File: src/sv/fahq_pkg.sv
// ----------------------------------------------------------------------------
// fahq_pkg: shared types and constants for the four-ary min-heap queue
// Action and status codes, widths, and the controller/datapath command bundle.
// ----------------------------------------------------------------------------
`default_nettype none

package fahq_pkg;

  localparam int unsigned ELEM_W     = 24;
  localparam int unsigned PRIO_W     = 64;
  localparam int unsigned OCC_W      = 11;
  localparam int unsigned CAPACITY_D = 1024;

  typedef enum logic [1:0] {
    ACT_ENQ   = 2'd0,
    ACT_DEQ   = 2'd1,
    ACT_CLEAR = 2'd2,
    ACT_NONE  = 2'd3
  } action_t;

  typedef enum logic [1:0] {
    ST_OK    = 2'd0,
    ST_EMPTY = 2'd1,
    ST_FULL  = 2'd2,
    ST_RSVD  = 2'd3
  } status_t;

  // Datapath commands issued by the controller in one cycle
  typedef struct packed {
    logic load_in;     // capture input beat
    logic rd_parent;   // read parent of hole
    logic up_cmp;      // compare parent, move or place
    logic rd_root;     // read root, start dequeue
    logic rd_last;     // read last entry
    logic ld_last;     // capture last entry as the item to sift down
    logic rd_child;    // issue next child read
    logic child_cmp;   // fold returned child into minimum
    logic dn_step;     // move chosen child up or place
    logic place;       // write held item at hole
  } fahq_cmd_t;

  typedef struct packed {
    logic up_done;     // hole at root or parent not greater
    logic dn_done;     // hole has no children
    logic dn_stop;     // smallest child is not smaller than the held item
    logic last_child;  // current child read is the last of its group
  } fahq_sts_t;

endpackage

`default_nettype wire

File: src/sv/fahq_ctrl.sv
// ----------------------------------------------------------------------------
// fahq_ctrl: operation sequencer for the heap queue
// Decodes the action, owns the entry count and steps the sift loops.
// ----------------------------------------------------------------------------
`default_nettype none

module fahq_ctrl #(
  parameter int unsigned CAPACITY = 1024,
  parameter int unsigned CW       = $clog2(CAPACITY + 1)
) (
  input  wire                           clk,
  input  wire                           rst_n,
  input  wire                           in_valid,
  output logic                          in_ready,
  input  wire [1:0]                     action,
  output logic                          out_valid,
  input  wire                           out_ready,
  output logic [1:0]                    status,
  output logic [fahq_pkg::ELEM_W-1:0]   out_element,
  output logic signed [fahq_pkg::PRIO_W-1:0] out_priority,
  output logic [fahq_pkg::OCC_W-1:0]    occupancy,
  output fahq_pkg::fahq_cmd_t           cmd,
  input  wire fahq_pkg::fahq_sts_t      sts,
  output logic [CW-1:0]                 count,
  input  wire [fahq_pkg::ELEM_W-1:0]    root_element,
  input  wire signed [fahq_pkg::PRIO_W-1:0] root_priority
);
  import fahq_pkg::*;

  typedef enum logic [8:0] {
    S_IDLE  = 9'b000000001,
    S_UPRD  = 9'b000000010,
    S_UPCMP = 9'b000000100,
    S_ROOT  = 9'b000001000,
    S_LAST  = 9'b000010000,
    S_LWAIT = 9'b000100000,
    S_DNRD  = 9'b001000000,
    S_DNCMP = 9'b010000000,
    S_DNSTP = 9'b100000000
  } state_t;

  state_t state_r, state_nxt;
  logic [CW-1:0] count_r;
  logic          ovalid_r;
  status_t       status_r;
  logic [ELEM_W-1:0]        oelem_r;
  logic signed [PRIO_W-1:0] oprio_r;
  logic [CW-1:0]            cnt_m1;
  logic          accept;
  logic          finish;

  assign in_ready = (state_r == S_IDLE) && !ovalid_r;
  assign accept   = in_valid && in_ready;
  assign count    = count_r;
  assign cnt_m1   = count_r - CW'(1);

  always_comb begin
    cmd = '0;
    state_nxt = state_r;
    finish = 1'b0;
    case (state_r)
      S_IDLE: begin
        if (accept) begin
          case (action)
            ACT_ENQ: begin
              if (count_r >= CW'(CAPACITY)) begin
                finish = 1'b1;
              end else begin
                cmd.load_in = 1'b1;
                state_nxt = S_UPRD;
              end
            end
            ACT_DEQ: begin
              if (count_r == '0) begin
                finish = 1'b1;
              end else begin
                cmd.rd_root = 1'b1;
                state_nxt = S_ROOT;
              end
            end
            default: finish = 1'b1;
          endcase
        end
      end
      S_UPRD: begin
        cmd.rd_parent = 1'b1;
        state_nxt = S_UPCMP;
      end
      S_UPCMP: begin
        if (sts.up_done) begin
          cmd.place = 1'b1;
          finish = 1'b1;
          state_nxt = S_IDLE;
        end else begin
          cmd.up_cmp = 1'b1;
          state_nxt = S_UPRD;
        end
      end
      S_ROOT: begin
        if (count_r == '0) begin
          finish = 1'b1;
          state_nxt = S_IDLE;
        end else begin
          cmd.rd_last = 1'b1;
          state_nxt = S_LAST;
        end
      end
      S_LAST: begin
        cmd.ld_last = 1'b1;
        state_nxt = S_LWAIT;
      end
      S_LWAIT: begin
        if (sts.dn_done) begin
          cmd.place = 1'b1;
          finish = 1'b1;
          state_nxt = S_IDLE;
        end else begin
          cmd.rd_child = 1'b1;
          state_nxt = S_DNRD;
        end
      end
      S_DNRD: begin
        cmd.child_cmp = 1'b1;
        if (sts.last_child) begin
          state_nxt = S_DNSTP;
        end else begin
          cmd.rd_child = 1'b1;
        end
      end
      S_DNSTP: begin
        // stop here when the smallest child is not smaller
        if (sts.dn_stop) begin
          cmd.place = 1'b1;
          finish = 1'b1;
          state_nxt = S_IDLE;
        end else begin
          cmd.dn_step = 1'b1;
          state_nxt = S_DNCMP;
        end
      end
      S_DNCMP: begin
        if (sts.dn_done) begin
          cmd.place = 1'b1;
          finish = 1'b1;
          state_nxt = S_IDLE;
        end else begin
          cmd.rd_child = 1'b1;
          state_nxt = S_DNRD;
        end
      end
      default: state_nxt = S_IDLE;
    endcase
  end

  always_ff @(posedge clk) begin
    if (!rst_n) begin
      state_r  <= S_IDLE;
      count_r  <= '0;
      ovalid_r <= 1'b0;
    end else begin
      state_r <= state_nxt;
      if (out_valid && out_ready) begin
        ovalid_r <= 1'b0;
      end
      if (finish) begin
        ovalid_r <= 1'b1;
      end
      if (accept && action == ACT_CLEAR) begin
        count_r <= '0;
      end
      if (cmd.load_in) begin
        count_r <= count_r + CW'(1);
      end
      if (cmd.rd_root) begin
        count_r <= cnt_m1;
      end
    end
  end

  always_ff @(posedge clk) begin
    if (accept) begin
      oelem_r  <= '0;
      oprio_r  <= '0;
      status_r <= ST_OK;
      if (action == ACT_ENQ && count_r >= CW'(CAPACITY)) begin
        status_r <= ST_FULL;
      end
      if (action == ACT_DEQ && count_r == '0) begin
        status_r <= ST_EMPTY;
      end
    end
    if (state_r == S_ROOT) begin
      oelem_r <= root_element;
      oprio_r <= root_priority;
    end
  end

  assign out_valid    = ovalid_r;
  assign status       = status_r;
  assign out_element  = oelem_r;
  assign out_priority = oprio_r;
  assign occupancy    = OCC_W'(count_r);

endmodule

`default_nettype wire

File: config.mk
export PLATFORM = sky130hd
export DESIGN_NAME = fahq_ctrl
export DESIGN_NICKNAME = d
export VERILOG_FILES = /design/src/sv/fahq_pkg.sv /design/src/sv/fahq_ctrl.sv
export SDC_FILE = /design/constraint.sdc
export NUM_CORES = 1
export LEC_CHECK = 0
export BUFFER_PORTS_ARGS = -buffer_cell sky130_fd_sc_hd__buf_2
export CAP_MARGIN = 20
export CELL_PAD_IN_SITES_DETAIL_PLACEMENT = 1
export CELL_PAD_IN_SITES_GLOBAL_PLACEMENT = 1
export CORE_UTILIZATION = 36
export CTS_BUF_LIST = sky130_fd_sc_hd__clkbuf_16
export CTS_CLUSTER_SIZE = 30
export DETAILED_ROUTE_END_ITERATION = 8
export PLACE_DENSITY = 0.9
export SETUP_SLACK_MARGIN = 0.2
export SYNTH_ARGS = -nofsm -noshare
export SYNTH_HDL_FRONTEND = slang
export SYNTH_SLANG_ARGS = --single-unit
File: constraint.sdc
create_clock -name clk -period 3.6 [get_ports clk]
set_input_delay 0 -clock clk [delete_from_list [all_inputs] [get_ports clk]]
set_output_delay 0 -clock clk [all_outputs]
set_load 0.01 [all_outputs]
* Word level (Yosys, flattened, before mapping)
Cells that the tools add are included.
Storage, ports and cells: register bits after elaboration 111, latch bits 0, bits in writable memories 0, bits in read-only memories 0, input port bits 98, output and inout bits 124, word-level logic and storage cells 87, memories 0
Operators by class: add/sub/neg operators 2, multiply operators 0, divide/modulo/power cells 0, order comparisons 1, equality and inequality tests 16, shift operators 0, multiplexer cells 48, bitwise logic cells 0, reduce and logical (&&, ||, !) cells 14
Operator list (number):
- 64-bit two-way mux | 2
- 9-bit case mux with 8 select lines | 1
- 24-bit two-way mux | 2
- 9-bit two-way mux | 4
- 11-bit two-way mux | 3
- 1-bit two-way mux | 26
- 9-bit case mux with 2 select lines | 1
- 11-bit by 1-bit adder with 11-bit output, second input constant | 1
- 11-bit greater-or-equal comparator, second input constant | 1
- 11-bit logical NOT | 1
- 11-bit by 1-bit subtractor with 11-bit output, second input constant | 1
- 9-bit by 1-bit == test with 1-bit output, second input constant | 1
- 9-bit by 2-bit == test with 1-bit output, second input constant | 1
- 9-bit by 3-bit == test with 1-bit output, second input constant | 1
- 9-bit by 4-bit == test with 1-bit output, second input constant | 1
- 9-bit by 5-bit == test with 1-bit output, second input constant | 1
- 9-bit by 6-bit == test with 1-bit output, second input constant | 1
- 9-bit by 7-bit == test with 1-bit output, second input constant | 1
- 9-bit by 8-bit == test with 1-bit output, second input constant | 1
- 9-bit == test, second input constant | 1
- 8-bit two-way mux | 1
- 7-bit two-way mux | 1
- 1-bit logical AND | 6
- 3-bit != test, second input constant | 2
- 15 further kinds | 19

* Depth between registers and ports, before layout
depth after elaboration 7, gate-level depth with buffers 8, depth with buffers taken out 7

* Least setup slack after synthesis
Ideal clock, no wire load.
path kind reg2reg, start register state_r[5], end register oelem_r[0] (netlist: out_element[0]) (enable), setup time 0.409 ns, data arrival time 2.567 ns, required time 3.191 ns, setup slack 0.624 ns, cell stages (with the launch flop) 6, buffers on the path 2, clock period less this slack 2.976 ns, cells stage by stage dfxtp_1 -> buf_2 -> or4_1 -> nor3_2 -> clkbuf_1 -> or2_2
On the way: longest elaborated chain between the ends 4, elaborated cells on any way between the ends 5, those cells by class 2 x eq/ne; 3 x reduce/logical
RTL lines:
- start: declaration | line fahq_ctrl.sv:42 | state_t state_r, state_nxt;
- start signal: assignment | line fahq_ctrl.sv:161 | state_r <= state_nxt;
- 9-bit by 1-bit == test with 1-bit output | line fahq_ctrl.sv:52 | assign in_ready = (state_r == S_IDLE) && !ovalid_r;
- 1-bit logical AND | line fahq_ctrl.sv:52
- 1-bit logical AND | line fahq_ctrl.sv:53 | assign accept = in_valid && in_ready;
- 2-bit nonzero test (no line) *
- end signal: assignment | line fahq_ctrl.sv:193 | oelem_r <= root_element;
- end: declaration | line fahq_ctrl.sv:46 | logic [ELEM_W-1:0] oelem_r;
Every way passes the cells marked *; elsewhere a longest branch is shown, timed or not. A chain may end at the register's enable or synchronous reset.

==> summary.md <==
| Metric | Value |
|---|---|
| Die width | `roughly 120 um` |
| Fin Setup TNS | `0 ps` |
| CP max FO | `91` |
| Initial drt markers | `278` |
| Synth warn | `0` |
| Htree depth | `3` |
| Async set or reset register ratio after synthesis | `0%` |
| Post-synth EDFFs | `90` |
| Layout cell share with drive strength beyond 1 | `35.8%` |
| Via density | `5.02` |
| DIE AREA | `0.0143 mm^2` |
| Tcrit/Tclk final | `71.8%` |
| Clock buffer depth | `2` |
| Fin crit period | `2590 ps` |
| Antenna Nets Post-Route | `0` |
| DR vias | `4,411` |
| Syn_area_per_cell | `12.4 um^2` |
| Ys flop type | `edfxtp_1` |
| Slowest-stage cell, CP | `or4_1` |
| Pwr/cell area | `595 mW/mm^2` |
| I/O Buffers | `roughly 220` |
| Total GRT Usage | `26.9%` |
| Worst setup margin | `1010 ps` |
| Reg clk slew, reported paths | `about 70 ps` |
| Largest net degree at the start of global routing | `between 90 and 100` |
| Total iterations of the first detailed-routing run | `4` |
| Crit end category | `output pin` |
| P&R area growth vs syn | `47.1%` |
| Mapped Cells | `403` |
| Clock sinks | `111` |
| Nets@finish | `798` |
| LEAKAGE | `3.26 nW` |
| WP data required | `3600 ps` |
| CP Cell Sequence | `or4_1 -> nor3_4 -> buf_4 -> and2_1 -> buf_2` |
| Dpl ws | `between 1000 and 1500 ps` |
| Starting Density | `a little under two fifths` |
| HP Class | `in2reg` |
| Synthesized area | `0.00499 mm^2` |
| Number of global-route vias before repair | `roughly 4,600` |
| Fmax | `387 MHz` |
| Chip height | `120 um` |
| Root Driver | `clkbuf_16` |
| Post-synthesis cell type count | `54` |
| Final WL | `19.0 mm` |
| TritonCTS clock tree | `yes` |
| DP HPWL | `10.9 mm` |
| Setup crit start kind | `register` |
| Cts hold-fix bufs | `90` |
| Drt wl/cell | `21.6 um` |
| Crit path arrival time | `2590 ps` |
| Critical path's largest stage delay | `~660 ps` |
| Final Setup Violations | `0` |
| RSZ-0062 raised after global routing | `false` |
| Final Wtd Congestion | `around 0.8` |
| Max Clock Skew | `15.7 ps` |
| Rows | `42` |
| Yosys reg bits | `111` |
| Io pins | `222` |
| Gr ovfl total | `0` |
| Register area share after synthesis | `62.6%` |
| Post-CTS Setup Inserts | `0` |
| Hold path depth | `3` |
| Core area | `approximately 0.013 mm^2` |
| Setup CP Type | `reg2out` |
| Mapped Nets | `503` |
| Worst slew pin tran | `702 ps` |
| Number of remaining DRC errors | `0` |
| Initial antenna violation count | `1` |
| Endpoints failing hold | `0` |
| R2r worst-path depth | `5` |
| Worst-Skew Late Latency | `360 ps` |
| Global-route wire length before repair | `28.1 mm` |
| Pins Over Slew Limit | `0` |
| Resized cells post-CTS | `0` |
| Max-cap violation count | `0` |
| Status | `finished clean` |
| Max_slew headroom | `52.7%` |
| Worst IR drop on VDD | `0.000260 V` |
| CTS Buf Count | `9` |
-- logic make-up (layout without fill, tap and decap cells) --
kind of cell    after synthesis  after routing  synth area share [%]
compound gates               38             38                  5.12
xor+xnor                      5              5                 0.878
fa+ha+maj                     2              2                 0.501
buf+inv                      39            338                  4.41
flops                       111            111                  62.6
mux                           1              1                 0.226
other cells                   0              1                     0
simple gates                207            207                  26.3
-- per-layer routing --
metal | GRT usage (%) | wire, um
met3 | 6.27 | 1210
met1 | 32.1 | 7470
met4 | 9.92 | 512
met5 | 0 | 0
met2 | 47.0 | 9770
-- synth_stat cells, types with 3 or more instances --
cell type / n / share of area [%]
dfxtp_1: 21 / 8.4
o21ai_0: 9 / 0.90
nor2b_1: 3 / 0.38
and2_1: 96 / 12
clkbuf_2: 8 / 0.80
buf_4: 12 / 1.8
and3_1: 6 / 0.75
inv_1: 9 / 0.68
nand4_1: 3 / 0.38
or2_2: 4 / 0.50
buf_2: 3 / 0.30
nor3b_1: 3 / 0.45
nor2_1: 12 / 0.90
nor3_1: 18 / 1.8
a21oi_1: 7 / 0.70
o31ai_1: 3 / 0.45
or3_1: 3 / 0.38
edfxtp_1: 90 / 54
nand2_1: 12 / 0.90
nand3_1: 11 / 1.1
nand2b_1: 9 / 1.1
clkbuf_1: 4 / 0.30
nor4_1: 9 / 1.1
xnor2_1: 5 / 0.88
-- power by group --
group,switching (mW),internal [mW],leakage (nW)
combinational,0.869,0.530,2.07
clock,0.489,0.467,0.131
sequential,0.195,1.82,1.06
-- path summary, 6_finish.rpt --
kind	startpoint	endpoint	slack [ps]
worst min register to register	count[8]$_SDFFE_PN0P_	count[8]$_SDFFE_PN0P_	590
worst min-delay path	sts[2]	state_r[0]$_SDFFE_PN1P_	20
worst max register to register	state_r[1]$_SDFFE_PN0P_	out_priority[29]$_SDFFCE_PN0P_	1160
worst max-delay path	state_r[5]$_SDFFE_PN0P_	cmd[5]	1010
-- through the flow --
step | hold slack [ps] | power (mW) | instance area (um^2) | utilization, % | instances
6_report | 24.9 | 4.37 | 7340 | 54.8 | 879
5_1_grt | 63.9 | 4.56 | 7340 | 54.8 | 879
4_1_cts | 12.1 | 4.27 | 7340 | 54.8 | 878
3_5_place_dp | 254 | 3.28 | 6170 | 46.1 | 773
3_3_place_gp | 235 | 3.20 | 6170 | 46.1 | 773
2_1_floorplan | 61.9 | 2.72 | 4990 | - | 403
-- flip-flops by register name, indices dropped and copies added, names as in the netlist --
| name | cells |
|---|---|
| count | 11 |
| status | 2 |
| out_valid | 1 |
| out_element | 24 |
| state_r | 9 |
| out_priority | 64 |
-- area by class of cell --
type	instances	area [um^2]
sequential	111	3120
multi-input combinational	253	1660
clock buffer	9	225
clock inverter	6	40.0
inverter	9	33.8
antenna	1	2.50
tap	176	220
fill	1478	6060
timing repair buffer	314	2040
-- critical path, delay by kind of cell, from the launching register on --
family | cells | cell delay (ps)
buf+inv | 2 | 730
flops | 1 | 390
simple gates | 3 | 1090
-- layout by cell type (no fill, tap or decap), types with 5 or more instances in the layout --
| master | count |
|---|---|
| o21ai_0 | 9 |
| clkbuf_16 | 9 |
| nor4_1 | 9 |
| dlygate4sd3_1 | 90 |
| edfxtp_1 | 90 |
| nand3_1 | 11 |
| xnor2_1 | 5 |
| nor2_1 | 12 |
| nand2b_1 | 9 |
| and3_1 | 6 |
| buf_2 | 221 |
| nand2_1 | 12 |
| a21oi_1 | 7 |
| dfxtp_1 | 21 |
| nor3_1 | 18 |
| and2_1 | 96 |
| inv_1 | 11 |
No activity file was read; power rests on OpenSTA's default activity.
